## src/hw/rtl/smp_pkg.sv

```systemverilog
// ----------------------------------------------------------------------------
// smp_pkg
// Shared types and constants of the synchronized axis move planner.
// ----------------------------------------------------------------------------
package smp_pkg;

	// configuration register indexes
	localparam logic [1:0] REG_MAX_SPEED   = 2'd0;
	localparam logic [1:0] REG_MAX_ACCEL   = 2'd1;
	localparam logic [1:0] REG_SPEED_SCALE = 2'd2;

	localparam logic [15:0] MAX_SPEED_RST   = 16'd1000;
	localparam logic [15:0] MAX_ACCEL_RST   = 16'd500;
	localparam logic [15:0] SPEED_SCALE_RST = 16'd256;

	localparam int DIV_N_W = 64;
	localparam int DIV_D_W = 32;
	localparam int SQRT_W  = 48;

	typedef enum logic [3:0] {
		ST_IDLE,
		ST_T_MUL,
		ST_T_DIV,
		ST_T_DWAIT,
		ST_T_SQRT,
		ST_L_MUL1,
		ST_L_MUL2,
		ST_L_DIV,
		ST_L_DWAIT,
		ST_OUT_LOAD,
		ST_OUT_WAIT
	} smp_state_t;

	// controller to datapath
	typedef struct packed {
		logic accept;
		logic clear_group;
		logic time_mul;
		logic time_div_start;
		logic sqrt_start;
		logic time_load_div;
		logic time_load_sqrt;
		logic lim_mul1;
		logic lim_mul2;
		logic lim_div_start;
		logic lim_load;
		logic out_load;
		logic axis_next;
	} smp_cmd_t;

	// datapath to controller
	typedef struct packed {
		logic close_ok;
		logic tri_prof;
		logic div_done;
		logic sqrt_done;
		logic dmax_zero;
		logic sel_accel;
		logic axis_last;
		logic out_taken;
	} smp_stat_t;

endpackage

```

## src/hw/rtl/smp_ctrl.sv

```systemverilog
// ----------------------------------------------------------------------------
// smp_ctrl
// Sequencer: item intake, move time, per-axis limits and result handoff.
// ----------------------------------------------------------------------------
module smp_ctrl import smp_pkg::*; (
	input  logic      clk,
	input  logic      arst_n,
	input  logic      in_valid,
	input  logic      last_axis,
	output logic      in_stall,
	input  smp_stat_t stat,
	output smp_cmd_t  cmd
);

	smp_state_t state_q, state_d;

	always_ff @(posedge clk or negedge arst_n) begin
		if (!arst_n)
			state_q <= ST_IDLE;
		else
			state_q <= state_d;
	end

	// next state
	always_comb begin
		state_d = state_q;
		case (state_q)
			ST_IDLE: begin
				if (in_valid && last_axis && stat.close_ok)
					state_d = ST_T_MUL;
			end
			ST_T_MUL:   state_d = ST_T_DIV;
			ST_T_DIV:   state_d = ST_T_DWAIT;
			ST_T_DWAIT: begin
				if (stat.div_done)
					state_d = stat.tri_prof ? ST_T_SQRT : ST_L_MUL1;
			end
			ST_T_SQRT: begin
				if (stat.sqrt_done)
					state_d = ST_L_MUL1;
			end
			ST_L_MUL1:  state_d = ST_L_MUL2;
			ST_L_MUL2:  state_d = ST_L_DIV;
			ST_L_DIV: begin
				if (stat.dmax_zero)
					state_d = stat.sel_accel ? ST_OUT_LOAD : ST_L_MUL1;
				else
					state_d = ST_L_DWAIT;
			end
			ST_L_DWAIT: begin
				if (stat.div_done)
					state_d = stat.sel_accel ? ST_OUT_LOAD : ST_L_MUL1;
			end
			ST_OUT_LOAD: state_d = ST_OUT_WAIT;
			ST_OUT_WAIT: begin
				if (stat.out_taken)
					state_d = stat.axis_last ? ST_IDLE : ST_L_MUL1;
			end
			default: state_d = ST_IDLE;
		endcase
	end

	// outputs
	always_comb begin
		cmd      = '0;
		in_stall = 1'b1;
		case (state_q)
			ST_IDLE: begin
				in_stall   = 1'b0;
				cmd.accept = in_valid;
				if (in_valid && last_axis && !stat.close_ok)
					cmd.clear_group = 1'b1;
			end
			ST_T_MUL: cmd.time_mul = 1'b1;
			ST_T_DIV: cmd.time_div_start = 1'b1;
			ST_T_DWAIT: begin
				if (stat.div_done) begin
					cmd.sqrt_start    = stat.tri_prof;
					cmd.time_load_div = ~stat.tri_prof;
				end
			end
			ST_T_SQRT: cmd.time_load_sqrt = stat.sqrt_done;
			ST_L_MUL1: cmd.lim_mul1 = 1'b1;
			ST_L_MUL2: cmd.lim_mul2 = 1'b1;
			ST_L_DIV: begin
				cmd.lim_load      = stat.dmax_zero;
				cmd.lim_div_start = ~stat.dmax_zero;
			end
			ST_L_DWAIT: cmd.lim_load = stat.div_done;
			ST_OUT_LOAD: cmd.out_load = 1'b1;
			ST_OUT_WAIT: begin
				if (stat.out_taken) begin
					cmd.clear_group = stat.axis_last;
					cmd.axis_next   = ~stat.axis_last;
				end
			end
			default: ;
		endcase
	end

endmodule

```

## config.mk

```make
export PLATFORM = sky130hd
export DESIGN_NAME = smp_ctrl
export DESIGN_NICKNAME = d
export VERILOG_FILES = /design/src/hw/rtl/smp_pkg.sv /design/src/hw/rtl/smp_ctrl.sv
export SDC_FILE = /design/constraint.sdc
export NUM_CORES = 1
export LEC_CHECK = 0
export BUFFER_PORTS_ARGS = -buffer_cell sky130_fd_sc_hd__buf_2
export CORE_UTILIZATION = 42
export CTS_BUF_LIST = sky130_fd_sc_hd__clkbuf_4
export CTS_CLUSTER_DIAMETER = 40
export CTS_CLUSTER_SIZE = 40
export DETAILED_ROUTE_END_ITERATION = 8
export GPL_ROUTABILITY_DRIVEN = 0
export MAX_ROUTING_LAYER = met4
export PLACE_DENSITY = 0.82
export SLEW_MARGIN = 0
export SYNTH_ARGS = -nofsm -noshare
export SYNTH_HDL_FRONTEND = slang
export SYNTH_SLANG_ARGS = --single-unit
```

## constraint.sdc

```tcl
create_clock -name clk -period 1.44 [get_ports clk]
set_input_delay 0.144 -clock clk [delete_from_list [all_inputs] [get_ports clk]]
set_output_delay 0.144 -clock clk [all_outputs]
set_load 0.1 [all_outputs]
```

==> reports/summary.txt, run 1 <==
Mapped Area = 581 sq um
Sink Count = 4
post-synth top area cell = dfrtp_1
Post-Syn Area per Cell = 7.95 sq um
CTS H-tree lvls = 1
Post-Syn Nets = 85
root buf cell = clkbuf_4
status = did not finish
CTS Buffer Depth = 2
placed insts = 123
dpl cell area = 0.00115 sq mm
cells taking the most area after synthesis = dfrtp_1, nor2_1, mux2_4
hold-fix buffer count after cts = 1
Site Rows = 13
Post-Synthesis Cells = 73
initial core utilization = 44.6%
Primary FF master, synth = dfrtp_1
CTS buffer count = 3
# port buffers = 25
die height = 39.2 um
stop err = [ERROR DPL-0038] Utilization greater than 100%, impossible to legalize
register area share after synthesis = 17.2%
PostCTS Resize Cnt = 34
Fail Step = 4_1_cts
Ys Warns = 0
Netlist cell types = 37
hpwl dp = 1700 um
number of synthesized flops with an enable pin = 0
Die X = 39.2 um
postcts setup bufs = 22
num ports = 26
synthesized flop and latch total = 4
async set-reset flop share out of synthesis = 100%
Yosys top cell area share = 17.2%
[cells by family after synthesis]
kind of cell / Yosys count / synth area share, %
buf+inv: 10 / 8.40
flops: 4 / 17.2
simple gates: 40 / 37.5
mux: 3 / 6.90
compound gates: 16 / 30.0
[stage by stage]
step | worst slack [ns] | hold slack, ns | utilization [%]
3_5_place_dp | -0.186 | -0.0497 | 88.1
3_3_place_gp | -0.105 | -0.0482 | 88.1
2_1_floorplan | -0.388 | -0.152 | -
[cell usage after synthesis (all sizes together), types with 2 or more instances]
cell type,number
a21oi,2
a32oi,2
and3,5
buf,5
dfrtp,4
inv,5
mux2,2
nand2,7
nand2b,3
nand3,3
nor2,11
nor2b,2
nor3,3
o22ai,2
==> inputs of run 2 (changes only) <==
CORE_AREA = 2 2 63 65   (was unset)
CORE_UTILIZATION = unset   (was 42)
CTS_BUF_LIST = unset   (was sky130_fd_sc_hd__clkbuf_4)
CTS_CLUSTER_DIAMETER = unset   (was 40)
CTS_CLUSTER_SIZE = unset   (was 40)
DIE_AREA = 0 0 65 67   (was unset)
MAX_ROUTING_LAYER = unset   (was met4)
PLACE_DENSITY = unset   (was 0.82)
PLACE_DENSITY_LB_ADDON = 0.15   (was unset)
clock period = 1.87 ns   (was 1.44 ns; I/O delays follow)
==> run 2 against run 1 <==
  * The flow now finishes without violations
  * Synthesized area stayed put
  * Synthesized cell count stayed put
==> reports/summary.txt, run 2 <==
Yosys top cell area share = 17.2% (unchanged)
Clk Latency, worst-skew pair = 0.22 ns
Arrival @ worst endpoint = 1.59 ns
grt total ovfl = 0
die height = 67 um (was 39.2 um)
critical path capture point type = output pin
Post-Syn Area per Cell = 7.95 sq um (unchanged)
CTS H-tree lvls = 1 (unchanged)
Sink Count = 4 (unchanged)
CP required = 1.68 ns
CTS buffer count = 3 (unchanged)
first drt pass iteration count = 4
Die Area = 0.00436 sq mm
most frequent cells in the layout = buf_12, buf_2, nor2_1, buf_4, nand2_1
Site Rows = 22 (was 13)
Power per Cell Area = 1910 mW/mm^2
minimum clock period = 1.77 ns
Die X = 65 um (was 39.2 um)
most common cell after layout, fill and taps aside = buf_12
P_leak = 0.455 nW
Hold Fails Final Rpt = 0
CTS Buffer Depth = 2 (unchanged)
hpwl dp = 1660 um (was 1700 um)
Primary FF master, synth = dfrtp_1 (unchanged)
vias = 647
largest net degree at the start of global routing = 15
slack of the critical path = 0.0968 ns
Netlist cell types = 37 (unchanged)
max FFs per register = 4
Top reg by flops = state_q
Vias/cell = 4.26
placed insts = 148 (was 123)
CP Launch Type = flop
Peak VDD IR = 0.388 mV
antenna-violating nets left = 0
RSZ-0062 raised after global routing = false
DRC = 0
Core Area = 0.00361 sq mm
antenna violations before repair = 0
CP Max Fanout = 9
flop2flop setup slack = 0.28 ns
status = complete, no violations (was did not finish)
fin crit share = 94.8%
initial core utilization = 16.1% (was 44.6%)
Post-Syn Nets = 85 (unchanged)
Tightest Pin Transition = 0.329 ns
Reg-to-Reg End = state_q[3]$_DFFE_PN0P_
cells taking the most area after synthesis = dfrtp_1, nor2_1, mux2_4 (unchanged)
detail-routed net length per standard cell = 12.7 um
Register-to-Register Path Depth = 4
Mapped Area = 581 sq um (unchanged)
register area share after synthesis = 17.2% (unchanged)
layout cells sized above 1 = 54.8%
post-synth top area cell = dfrtp_1 (unchanged)
# port buffers = 25 (unchanged)
critical path capture point = cmd[3]
Max Clock Skew = 0.00186 ns
Hold Path Class = in -> reg
antenna cells = 0
All-Layer GR Usage = 9.44%
max cap viols = 0
P&R area growth vs syn = 89.9%
Fmax = 0.564 GHz
Core Util, Final = 30.6%
Reg2Reg Launch Point = state_q[3]$_DFFE_PN0P_
clock-pin transition on the worst setup and hold timing paths = 0.03 ns
first-pass GRT wire length = 3090 um
postcts setup bufs = 0 (was 22)
root buf cell = clkbuf_8 (was clkbuf_4)
Ys Warns = 0 (unchanged)
Nets = 118
vias in the first global route = 648
Post-Synthesis Cells = 73 (unchanged)
number of synthesized flops with an enable pin = 0 (unchanged)
top-count cell post-synth = nor2_1 (unchanged)
num ports = 26 (unchanged)
Place WS = 0.190 ns (was -0.186 ns)
1st-iter DRT viols = 10
CTS tree = done
kind of critical path = reg -> out
CP Launch Point = state_q[2]$_DFFE_PN0P_
async set-reset flop share out of synthesis = 100% (unchanged)
Max Transition Viols Final = 0
Layout Cells excl Fill = 152
Regs by FF count = state_q (4)
final WL = 1940 um
most instantiated cells after synthesis = nor2_1, nand2_1, inv_1 (unchanged)
Rel. slew slack = 77.9%
final setup vio count = 0
synthesized flop and latch total = 4 (unchanged)
[run 2: cell counts after synthesis]
Identical to the previous run, type by type.
[run 2: kinds of logic after synthesis]
family,share of synthesized area (%)
DFF,17.2
AOI/OAI and AO/OA,30.0
and+or+nand+nor,37.5
buffers and inverters,8.40
muxes,6.90
[run 2: critical path, cell delays in order, from the launching register on]
cell and delay, ns:
dfrtp_1 0.37, buf_4 0.20, nor2b_2 0.22, buf_4 0.17, and3_1 0.21, buf_12 0.19
[run 2: stage by stage]
step / total power [W] / setup TNS [ns] / cell area (sq um) / hold WS, ns
global route: 0.00222 / 0 / 1100 / 0.203
finish: 0.00211 / 0 / 1100 / 0.195
floorplan: 0.00139 / -1.72 / 628 / -0.109
detailed placement: 0.00193 / 0 / 1050 / 0.00312
global placement: 0.00192 / 0 / 1050 / -0.00423
CTS: 0.00212 / 0 / 1100 / 0.192
[run 2: power breakdown]
| part | total (W) | leakage (nW) | internal (W) | switching [W] |
|---|---|---|---|---|
| Clock | 0.000186 | 0.0216 | 0.000138 | 0.0000485 |
| Combinational | 0.00168 | 0.388 | 0.000686 | 0.000990 |
| Sequential | 0.000244 | 0.0458 | 0.000135 | 0.000108 |
[run 2: cell type report]
class | count | area, sq um
clock buffer | 3 | 41.3
tap | 48 | 60.1
sequential | 4 | 103
multi-input combinational | 59 | 482
fill | 383 | 2500
inverter | 5 | 18.8
timing repair buffer | 33 | 398
[run 2: what timing repair did]
action,4_1_cts,5_1_grt
hold buffers,1,0
resized for setup,1,2
endpoints found under the setup margin,1,3
pin swaps,0,2
hold endpoints to repair,4,0
[run 2: worst min path at each step]
stage,from,end,slack [ns],cells after the start
after CTS,stat[4],state_q[2]$_DFFE_PN0P_,0.19,2
final,stat[4],state_q[2]$_DFFE_PN0P_,0.20,2
after global routing,stat[4],state_q[2]$_DFFE_PN0P_,0.20,2
after floorplan,arst_n,state_q[0]$_DFFE_PN0P_,-0.11,0
after detailed placement,arst_n,state_q[2]$_DFFE_PN0P_,0.003,1
after global placement,arst_n,state_q[1]$_DFFE_PN0P_,-0.004,1
[run 2: layer usage]
metal  global-route usage (%)  routed length, um  vias up
li1                         -                  -      329
met1                     10.9                833      298
met2                     17.1                983       18
met3                     1.52                 95        2
met4                     3.99                 25        0
met5                        0                  0        -
(Power assumes the default switching activity.)
==> inputs of run 3 (changes only) <==
SETUP_SLACK_MARGIN = 0.2   (was unset)
==> run 3 against run 2 <==
  * Global-route usage grew 1.1 points
  * Critical path depth shrank 1
  * Clock skew is essentially flat
  * Wire length grew 9.9%
  * Non-clock buffer count grew 8
  * Setup slack gained 0.067 ns
  * Register-to-register slack lost 0.02 ns
  * Power grew 14%
  * Worst hold slack gained 0.018 ns
  * Cell count grew 5.3%
  * Die area is the same
  * Sequential share of layout area shrank 0.87 points
  * Critical path type unchanged
  * Largest power group unchanged
==> reports/summary.txt, run 3 (same netlist as run 2, synthesis figures left out) <==
status = complete, no violations (unchanged)
layout cells sized above 1 = 70.5% (was 54.8%)
Hold Path Class = in -> reg (unchanged)
max cap viols = 0 (unchanged)
FF/Latch Area = 105 sq um (was 103 sq um)
P_leak = 0.505 nW (was 0.455 nW)
Die Area = 0.00436 sq mm (unchanged)
Die X = 65 um (unchanged)
CP Launch Type = flop (unchanged)
vias in the first global route = 728 (was 648)
CTS buffer count = 3 (unchanged)
CTS H-tree lvls = 1 (unchanged)
# port buffers = 25 (unchanged)
CTS Buffer Depth = 2 (unchanged)
footprint of the multi-input gates = 558 sq um (was 482 sq um)
Register-to-Register Path Depth = 5 (was 4)
CP Launch Point = state_q[2]$_DFFE_PN0P_ (unchanged)
Max Clock Skew = 0.00171 ns (was 0.00186 ns)
Hold Path Origin = stat[4] (unchanged)
Site Rows = 22 (unchanged)
RSZ-0062 raised after global routing = true (was false)
final WL = 2130 um (was 1940 um)
first drt pass iteration count = 4 (unchanged)
Final TNS setup = 0 ns (unchanged)
Clk Latency, worst-skew pair = 0.22 ns (about the same)
Regs by FF count = state_q (4) (unchanged)
max FFs per register = 4 (unchanged)
P&R area growth vs syn = 114% (was 89.9%)
final setup vio count = 0 (unchanged)
fillers = 377 (was 383)
kind of critical path = reg -> out (unchanged)
hold_ws = 0.213 ns (was 0.195 ns)
detail-routed net length per standard cell = 13.3 um (was 12.7 um)
first-pass GRT wire length = 3510 um (was 3090 um)
All-Layer GR Usage = 10.6% (was 9.44%)
Nets = 126 (was 118)
die height = 67 um (unchanged)
Tightest Pin Transition = 0.329 ns (about the same)
grt total ovfl = 0 (unchanged)
Hold Fails Final Rpt = 0 (unchanged)
most frequent cells in the layout = buf_12, buf_4, buf_2, nor2_4 (was buf_12, buf_2, nor2_1, buf_4, nand2_1)
Power per Cell Area = 1930 mW/mm^2 (was 1910 mW/mm^2)
num ports = 26 (unchanged)
Max Transition Viols Final = 0 (unchanged)
Rel. slew slack = 78.0% (was 77.9%)
flop2flop setup slack = 0.26 ns (was 0.28 ns)
CP Max Fanout = 3 (was 9)
critical path capture point = cmd[11] (was cmd[3])
antenna violations before repair = 0 (unchanged)
initial core utilization = 16.1% (unchanged)
minimum clock period = 1.71 ns (was 1.77 ns)
Sink Count = 4 (unchanged)
largest net degree at the start of global routing = 12 (was 15)
Core Area = 0.00361 sq mm (unchanged)
Vias/cell = 4.31 (was 4.26)
Slowest cell on crit path = dfrtp_2 (was dfrtp_1)
CP required = 1.68 ns (about the same)
Reg2Reg Launch Point = state_q[3]$_DFFE_PN0P_ (unchanged)
antenna-violating nets left = 0 (unchanged)
1st-iter DRT viols = 14 (was 10)
CTS tree = done (unchanged)
Arrival @ worst endpoint = 1.52 ns (was 1.59 ns)
critical path capture point type = output pin (unchanged)
Reg-to-Reg End = state_q[0]$_DFFE_PN0P_ (was state_q[3]$_DFFE_PN0P_)
DRC = 0 (unchanged)
critical path, cell by cell = and2b_4 -> nand4b_1 -> o32ai_4 -> buf_12 (was buf_4 -> nor2b_2 -> buf_4 -> and3_1 -> buf_12)
Peak VDD IR = 0.739 mV (was 0.388 mV)
clock-pin transition on the worst setup and hold timing paths = 0.03 ns (about the same)
Top reg by flops = state_q (unchanged)
Fmax = 0.586 GHz (was 0.564 GHz)
fin crit share = 91.2% (was 94.8%)
hpwl dp = 1570 um (was 1660 um)
root buf cell = clkbuf_8 (unchanged)
antenna cells = 0 (unchanged)
vias = 689 (was 647)
biggest cell delay along the critical path = 0.41 ns (was 0.37 ns)
Core Util, Final = 34.5% (was 30.6%)
## run 3: changes by cell type in the layout (fill, tap and decap cells not counted), moves of 3 or more
| cell | before | now |
|---|---|---|
| and3_1 | 4 | 1 |
| nor2_1 | 7 | 4 |
| buf_4 | 7 | 14 |
| and3_2 | 1 | 4 |
| nor2_4 | 1 | 5 |
## run 3: worst min path at each step
stage	depth (start not counted)	to
after floorplan	0	state_q[0]$_DFFE_PN0P_
after global placement	1	state_q[1]$_DFFE_PN0P_
after detailed placement	1	state_q[1]$_DFFE_PN0P_
after CTS	2	state_q[2]$_DFFE_PN0P_
after global routing	2	state_q[2]$_DFFE_PN0P_
final	2	state_q[2]$_DFFE_PN0P_
## run 3: worst max-delay path, delay by kind of cell (launching register included)
| family | cells | cell delay [ns] |
|---|---|---|
| AND/OR/NAND/NOR | 2 | 0.48 |
| AO/OA/AOI/OAI | 1 | 0.19 |
| flip-flops | 1 | 0.41 |
| buffers and inverters | 1 | 0.21 |
## run 3: metrics by stage
stage / cell area, sq um / total power (W) / std cells / worst slack (ns)
final: 1240 / 0.00241 / 160 / 0.164
after global routing: 1240 / 0.00254 / 160 / 0.112
after CTS: 1210 / 0.00234 / 158 / 0.157
after detailed placement: 1080 / 0.00200 / 146 / 0.207
after global placement: 1080 / 0.00200 / 146 / 0.226
after floorplan: 692 / 0.00153 / 73 / -0.0463
## run 3: layout make-up
cell class              count  area share [%]
well taps                  48            4.82
multi-input cells          59            44.8
repair buffers             41            37.1
clock buffers               3            3.32
inverters                   5            1.51
flip-flops and latches      4            8.44
## run 3: report_power, final
part	switching, W	internal [W]
Sequential	0.0000795	0.000140
Combinational	0.00116	0.000847
Clock	0.0000463	0.000137
Total	0.00128	0.00112
## run 3: timing repair
action / in CTS / in global routing
setup buffers: 8 / 2
endpoints found under the setup margin: 12 / 13
hold buffers: 1 / 0
pin swaps: 3 / 5
hold endpoints to repair: 4 / 0
gates resized for setup: 7 / 4
cloned: 0 / 0
## run 3: routing by layer
metal	track usage, %	up-vias	share of wire, %
li1	-	346	-
met1	12.8	315	44
met2	18.3	24	49
met3	2.20	4	5.4
met4	3.99	0	2.0
met5	0	-	0
